--- src/hw/rtl/sha_pkg.sv ---
package sha_pkg;

   localparam int BlockWords = 16;
   localparam int Rounds     = 64;

   typedef enum logic [6:0] {
      ST_IDLE   = 7'b0000001,
      ST_PAD    = 7'b0000010,
      ST_LOAD   = 7'b0000100,
      ST_SCHED  = 7'b0001000,
      ST_ROUND  = 7'b0010000,
      ST_UPDATE = 7'b0100000,
      ST_EMIT   = 7'b1000000
   } state_type;

   localparam logic [31:0] InitHash [8] = '{
      32'h6a09e667, 32'hbb67ae85, 32'h3c6ef372, 32'ha54ff53a,
      32'h510e527f, 32'h9b05688c, 32'h1f83d9ab, 32'h5be0cd19};

   localparam logic [31:0] RoundK [64] = '{
      32'h428a2f98, 32'h71374491, 32'hb5c0fbcf, 32'he9b5dba5,
      32'h3956c25b, 32'h59f111f1, 32'h923f82a4, 32'hab1c5ed5,
      32'hd807aa98, 32'h12835b01, 32'h243185be, 32'h550c7dc3,
      32'h72be5d74, 32'h80deb1fe, 32'h9bdc06a7, 32'hc19bf174,
      32'he49b69c1, 32'hefbe4786, 32'h0fc19dc6, 32'h240ca1cc,
      32'h2de92c6f, 32'h4a7484aa, 32'h5cb0a9dc, 32'h76f988da,
      32'h983e5152, 32'ha831c66d, 32'hb00327c8, 32'hbf597fc7,
      32'hc6e00bf3, 32'hd5a79147, 32'h06ca6351, 32'h14292967,
      32'h27b70a85, 32'h2e1b2138, 32'h4d2c6dfc, 32'h53380d13,
      32'h650a7354, 32'h766a0abb, 32'h81c2c92e, 32'h92722c85,
      32'ha2bfe8a1, 32'ha81a664b, 32'hc24b8b70, 32'hc76c51a3,
      32'hd192e819, 32'hd6990624, 32'hf40e3585, 32'h106aa070,
      32'h19a4c116, 32'h1e376c08, 32'h2748774c, 32'h34b0bcb5,
      32'h391c0cb3, 32'h4ed8aa4a, 32'h5b9cca4f, 32'h682e6ff3,
      32'h748f82ee, 32'h78a5636f, 32'h84c87814, 32'h8cc70208,
      32'h90befffa, 32'ha4506ceb, 32'hbef9a3f7, 32'hc67178f2};

   localparam logic [7:0] PadByte = 8'h80;

   function automatic logic [31:0] ror(input logic [31:0] x, input int n);
      ror = (x >> n) | (x << (32 - n));
   endfunction

endpackage

--- src/hw/rtl/sha_round.sv ---
// One SHA-256 compression round on the working variables a..h.
module sha_round
   import sha_pkg::*;
(
   input  logic [31:0] vars_in  [8],
   input  logic [31:0] k_word,
   input  logic [31:0] w_word,
   output logic [31:0] vars_out [8]
);
   logic [31:0] big1, big0, choose, major, t1;

   always_comb begin
      big1   = ror(vars_in[4], 6) ^ ror(vars_in[4], 11) ^ ror(vars_in[4], 25);
      big0   = ror(vars_in[0], 2) ^ ror(vars_in[0], 13) ^ ror(vars_in[0], 22);
      choose = (vars_in[4] & vars_in[5]) ^ (~vars_in[4] & vars_in[6]);
      major  = (vars_in[0] & vars_in[1]) ^ (vars_in[0] & vars_in[2])
             ^ (vars_in[1] & vars_in[2]);
      t1     = vars_in[7] + big1 + choose + k_word + w_word;
      vars_out[7] = vars_in[6];
      vars_out[6] = vars_in[5];
      vars_out[5] = vars_in[4];
      vars_out[4] = vars_in[3] + t1;
      vars_out[3] = vars_in[2];
      vars_out[2] = vars_in[1];
      vars_out[1] = vars_in[0];
      vars_out[0] = t1 + big0 + major;
   end
endmodule

--- config.mk ---
export PLATFORM = sky130hd
export DESIGN_NAME = sha_round
export DESIGN_NICKNAME = d
export VERILOG_FILES = /design/src/hw/rtl/sha_pkg.sv /design/src/hw/rtl/sha_round.sv
export SDC_FILE = /design/constraint.sdc
export NUM_CORES = 1
export LEC_CHECK = 0
export BUFFER_PORTS_ARGS = -buffer_cell sky130_fd_sc_hd__buf_2
export CAP_MARGIN = 0
export CORE_AREA = 2 2 221 223
export DETAILED_ROUTE_END_ITERATION = 10
export DIE_AREA = 0 0 223 225
export PLACE_DENSITY = 0.5
export REMOVE_ABC_BUFFERS = 1
export SLEW_MARGIN = 20
export SYNTH_ARGS = -nofsm -noshare
export SYNTH_HDL_FRONTEND = slang
export SYNTH_SLANG_ARGS = --single-unit
--- constraint.sdc ---
create_clock -name vclk -period 9
set_input_delay 0.9 -clock vclk [all_inputs]
set_output_delay 0.9 -clock vclk [all_outputs]
set_load 0.01 [all_outputs]
==> results.txt, run 1 <==
* Result of the run: complete, no violations
* Full die area: 0.0502 mm2
* Crit path depth: 26
* Required time worst endpoint: between 8 and 9 ns
- Max frequency: 117 MHz
* Transition time at the pin with the least slew margin: 0.755 ns
- The routed layout has roughly 11000 vias.
* Sequential cell area: 0 um2
* Global-route usage over all layers: 18.2%
- Of the available clock period, the critical path in the final layout requires a little over nine tenths.
- The first global-routing pass estimated 68300 um of wire.
- Cell taking the most area after synthesis: fa_1
- Placeable core region: 0.0475 mm2
- Count of port buffers added during placement: between 500 and 600
* Final max-slew violation count: 0
- Wires add up to 47100 um.
* Post-Route Hold Slack: between 1.5 and 2 ns
- In the post-synthesis netlist, the biggest area contributors are fa_1 (22%), buf_4 (13%), xnor2_1 (13%), ha_1 (10%), inv_1 (8.2%).
- CP top delay family: adder cells
- Share of layout cells above drive strength 1: about a third
- Data arrives at the worst endpoint at 7.65 ns.
* Final hold violation count: 0
* Total congestion overflow after global routing: 0
- The Yosys step of the flow raised 0 warnings.
* Post-synthesis sequential area ratio: 0%
* Sum Neg Setup Slack: 0 ns
- Crit path largest cell delay: approximately 0.56 ns
- The number of global-route vias before repair was roughly 11000.
- Vias per cell: 4.45
- The worst hold path was traced through 2 stages.
* RSZ-0062 raised after global routing: no
- In this run the worst hold path is classified as primary input to output port.
* Critical Path End Type: output port
- Number of DRC violations after detailed routing: 0
* Number of antenna violations at the first check in global routing: 13
* Share of the synthesized area in the top cell type: 22.0%
- Max FO, Critical Path: 6
- Slowest cell on the critical path: fa_1
- The tool flagged a number of max-cap violations equal to 0.
* Number of buffers inserted for hold repair after clock tree synthesis: 0
- Post-DP HPWL: 43500 um
- Area growth, synth to finish: 19.2%
- Die extent in y: 225 um
* Max_slew headroom: between 40% and 50%
- For this run, the post-layout net count is roughly 2300.
- Maximum number of pins on one net before global-route repair: 11
- Distinct cells, synth: 69
- In the final routed layout, each cell accounts on average for 19.6 um.
- Mapped Area: between 0.01 and 0.015 mm2
* Number of instances in the synthesized netlist: 1411
* Routability Congestion: 0.923
* Total of endpoints with negative setup slack in the final report: 0
* Floorplan row count: 80
- ANT nets after route: 0
- A synthesized cell averages between 8 and 9 um2.
* Clock tree buffer count of the final layout: 0
- The critical path contains buffers and inverters numbering 4 combined.
* I/O pins: 576
- STA classifies the critical path startpoint as a primary input.
- Cells fill 28.6% of the core in the end.
- The die is 223 um wide.
- Seq_cells: 0
* Min Tclk post-route: between 8 and 9 ns
* Most frequent CP cell: fa_1
- The critical path in this run is classified as primary input to output port.
- Before antenna repair, the detailed router went through 5 iterations.
* Initial cell density of the core: a little under a quarter
- For this block, the initial DRC count from the detailed router was 538.
-- kinds of logic (layout without fill, tap and decap cells) --
kind of cell               Yosys count  in the layout  share of synthesized area [%]
AOI/OAI and AO/OA                  282            282                           16.6
xor gates and xnor gates           215            215                           16.8
adders and majority gates          239            239                           34.0
buffers and inverters              466            835                           21.9
muxes                               35             35                           3.22
other                                0              6                              0
and+or+nand+nor                    174            174                           7.49
-- metal layers --
layer | routed length (um) | global-route usage (%) | vias to the layer above | share of wire [%]
met5 | 26 | 0 | - | 0.055
met4 | 353 | 0.953 | 4 | 0.75
met3 | 2630 | 2.56 | 26 | 5.6
met2 | 21800 | 30.8 | 330 | 46
met1 | 22200 | 25.8 | 5186 | 47
li1 | - | - | 5137 | -
-- synthesized netlist by cell type (2+ instances only) --
library cell	number
nand4_1	6
a21bo_2	3
o21bai_1	12
nand3_1	15
o211ai_1	8
nand2b_1	5
fa_1	125
nor3_1	9
mux2_2	13
a21oi_1	82
nand2_1	45
o41ai_1	2
o2111ai_1	2
maj3_1	21
o21ai_0	55
o21a_1	13
and3_1	11
a311oi_1	3
and2_1	4
clkbuf_1	17
xnor2_1	163
o31ai_1	3
nor4_1	3
xor2_1	50
a21boi_0	3
mux2i_1	22
a2111oi_4	2
o2bb2ai_1	2
nor2_1	52
a2111oi_0	4
a41oi_1	3
ha_1	93
a211oi_1	11
buf_4	196
a31oi_1	10
a211o_1	5
o311ai_0	3
a21o_1	41
inv_1	250
nor2b_1	12
nand3b_1	2
o21ba_2	2
xnor3_1	2
-- layout make-up --
class,count,area [um2]
Timing Repair Buffer,585,2950
Inverter,250,938
Tap cell,615,769
Multi-Input combinational cell,945,8910
Fill cell,5300,34000
Antenna cell,6,15.0
-- cell usage in the layout (no fill, tap or decap), types with 3 or more instances in the layout --
cell       count
buf_2        576
inv_1        250
xnor2_1      163
fa_1         125
ha_1          93
a21oi_1       80
o21ai_0       54
nor2_1        52
xor2_1        50
nand2_1       45
a21o_1        41
mux2i_1       22
maj3_1        21
nand3_1       15
mux2_2        13
o21a_1        13
nor2b_1       12
o21bai_1      12
and3_1        11
a31oi_1       10
a211oi_1      10
nor3_1         9
buf_4          9
o211ai_1       8
diode_2        6
nand4_1        6
nand2b_1       5
a211o_1        5
and2_1         4
a2111oi_0      4
a21boi_0       3
a41oi_1        3
o31ai_1        3
a21bo_2        3
nor4_1         3
o311ai_0       3
a311oi_1       3
-- path summary, 6_finish.rpt --
check                       start             to  slack (ns)
worst min-delay path  vars_in[71]   vars_out[39]        2.00
worst max-delay path   vars_in[1]  vars_out[254]        0.45
-- per-stage QoR --
step | cell area, um2 | setup slack, ns | cells
2_1_floorplan | 9840 | 1.49 | 1195
3_3_place_gp | 13600 | 0.432 | 2395
3_5_place_dp | 13600 | 0.330 | 2395
4_1_cts | 13600 | 0.289 | 2395
5_1_grt | 13600 | 0.0276 | 2396
6_report | 13600 | 0.453 | 2401
-- what timing repair did --
item / 4_1_cts / 5_1_grt
setup endpoints to repair: 0 / 5
setup buffers: 0 / 0
gates resized for setup: 0 / 4
Power of run 1 is not shown: default switching activity piles up to over one toggle a cycle in this logic, so the estimate is an artifact.
==> inputs of run 2 (changes only) <==
--- a/config.mk
+++ b/config.mk
@@ -7,10 +7,12 @@
 export LEC_CHECK = 0
 export BUFFER_PORTS_ARGS = -buffer_cell sky130_fd_sc_hd__buf_2
 export CAP_MARGIN = 0
-export CORE_AREA = 2 2 221 223
+export CELL_PAD_IN_SITES_DETAIL_PLACEMENT = 2
+export CELL_PAD_IN_SITES_GLOBAL_PLACEMENT = 2
+export CORE_AREA = 2 2 226 228
 export DETAILED_ROUTE_END_ITERATION = 10
-export DIE_AREA = 0 0 223 225
-export PLACE_DENSITY = 0.5
+export DIE_AREA = 0 0 228 230
+export PLACE_DENSITY = 0.79
 export REMOVE_ABC_BUFFERS = 1
 export SLEW_MARGIN = 20
 export SYNTH_ARGS = -nofsm -noshare
==> run 2 against run 1 <==
  * Cell area rose by 0.31%
  * Cell count rose by 2.0%
  * Critical path type unchanged
  * Maximum frequency barely moved
  * Utilization fell by 1.2 points
  * Critical path depth did not move
  * Highest routed layer unchanged
  * Worst setup slack improved by 0.0049 ns
  * Flip-flop and latch count did not move
  * First-iteration DRC count fell by 42%
  * Global-route usage rose by 2.1 points
  * Via count rose by 2.9%
==> results.txt, run 2 (same netlist as run 1, synthesis figures left out) <==
- The flow ran to the end, and the final reports show no timing, DRC or antenna violations.
* Total of endpoints with negative setup slack in the final report: 0 (unchanged)
- Max FO, Critical Path: 5 (-1)
* Detailed Route WL: 55500 um (+18%)
- The clock period minus final worst setup slack was 8.54 ns (-0.00492 ns).
* Required time worst endpoint: 8.10 ns (about the same)
* Max_cap viols: 0 (unchanged)
- The worst stage delay on the critical path came to 0.52 ns (-0.04 ns).
- The effective utilization at floorplan was 22.9% (-1.1 points).
* Slowest cell on the critical path: fa_1
- The number of core rows is 82 (+2.5%).
* Critical Path End Type: output port
- Final max-slew violation count: 0 (unchanged)
* Die extent in y: 230 um (+2.2%)
* Transition time at the pin with the least slew margin: 0.750 ns (-0.00445 ns)
* Critical path class: primary input to output port
- The detailed-routing iteration count for the pre-antenna-repair pass came to 4 (-1).
- In this design, the largest share of critical-path delay is due to compound AO/OA/AOI/OAI gates.
- The number of buffer and inverter stages on the critical path is 3 (-1).
* Die boundary width: 228 um (+2.2%)
- Count of port buffers added during placement: 576 (unchanged)
* Most used cells in the layout excluding fill and tap cells: buf_2 (576), inv_1 (250), xnor2_1 (162)
* Routed met1 length: 23600 um (+6.4%)
- Routed length on met3: 3040 um (+16%)
- Full die area: 0.0524 mm2 (+4.5%)
* Sequential cell area: 0 um2 (unchanged)
- Met2 routed WL: 28500 um (+30%)
- Crit path depth: 26 (unchanged)
- The final critical-path share of the clock period came to 94.9% (about the same).
- The layout filler cell count was 5988 (+13%).
- Most frequent CP cell: fa_1
- The total vias in the final route is 11000 (+2.9%).
- Sum Neg Setup Slack: 0 ns (unchanged)
* Clock tree buffer count of the final layout: 0 (unchanged)
- Routability Congestion: 0.876 (-5.2%)
* Type of the most critical hold path: primary input to output port
- The maximum clock frequency came to 117 MHz (about the same).
* Max_slew headroom: 49.6% (+0.30 points)
- The I/O pin count was 576 (unchanged).
* Global-route usage over all layers: 20.3% (+2.1 points)
* First-pass GRT wire length: 80900 um (+19%)
* RSZ-0062 raised after global routing: no
- The number of stages on the worst hold path is 2 (unchanged).
* Share of layout cells above drive strength 1: 34.7% (-0.090 points)
- The number of violations reported at the end of detailed-routing iteration 0 was 311 (-42%).
* Startpoint type of the worst setup path: primary input
- The HPWL reported at the end of detailed placement came to 51500 um (+18%).
* ANT nets after route: 0 (unchanged)
- The number of nets at the end of the flow came to 2316 (-0.17%).
- Placeable core region: 0.0499 mm2 (+4.9%)
* Number of antenna violations at the first check in global routing: 10 (-3)
* Final hold violation count: 0 (unchanged)
* Data arrival time at the worst-slack endpoint: 7.64 ns (about the same)
* Maximum number of pins on one net before global-route repair: 11 (unchanged)
* Most frequent standard cell in the layout excluding fill and tap cells: buf_2
- The number of global-route vias before repair came to 12600 (+16%).
* Cts repair resizes: 0 (unchanged)
- Setup bufs post-CTS: 0 (unchanged)
- The total grt overflow was 0 (unchanged).
* Routed len/inst: 22.7 um (+16%)
- The via-per-instance ratio was 4.49 (+0.83%).
- Area growth, synth to finish: 19.6%
- Number of buffers inserted for hold repair after clock tree synthesis: 0 (unchanged)
- The number of DRC violations after detailed routing was 0 (unchanged).
- Seq_cells: 0 (unchanged)
* Uppermost routed layer: met5
[run 2: metal layers]
layer	GRT usage, %	vias up
met3	2.73	28
met5	0	-
met4	0.674	14
met2	38.2	293
met1	25.9	5529
li1	-	5128
[run 2: per-stage QoR]
stage	utilization (%)	hold WS, ns	setup WS [ns]	cell area (um2)	std cells
floorplan	-	1.80	1.49	9840	1195
global placement	27.3	2.00	0.426	13600	2448
detailed placement	27.3	2.00	0.244	13600	2448
CTS	27.3	2.00	0.224	13600	2448
global route	27.3	2.01	0.00971	13600	2448
finish	27.3	2.00	0.458	13600	2450
[run 2: final timing paths]
check	from	to	slack, ns
max	vars_in[108]	vars_out[248]	0.46
min	vars_in[38]	vars_out[6]	2.00
[run 2: final cells by class]
cell class | count | area [um2] | area share, %
Tap cell | 672 | 841 | 6.17
Multi-Input combinational cell | 945 | 8920 | 65.5
Timing Repair Buffer | 581 | 2920 | 21.4
Inverter | 250 | 938 | 6.89
Antenna cell | 2 | 5.00 | 0.0367
Power of run 2 is left out for the same reason.
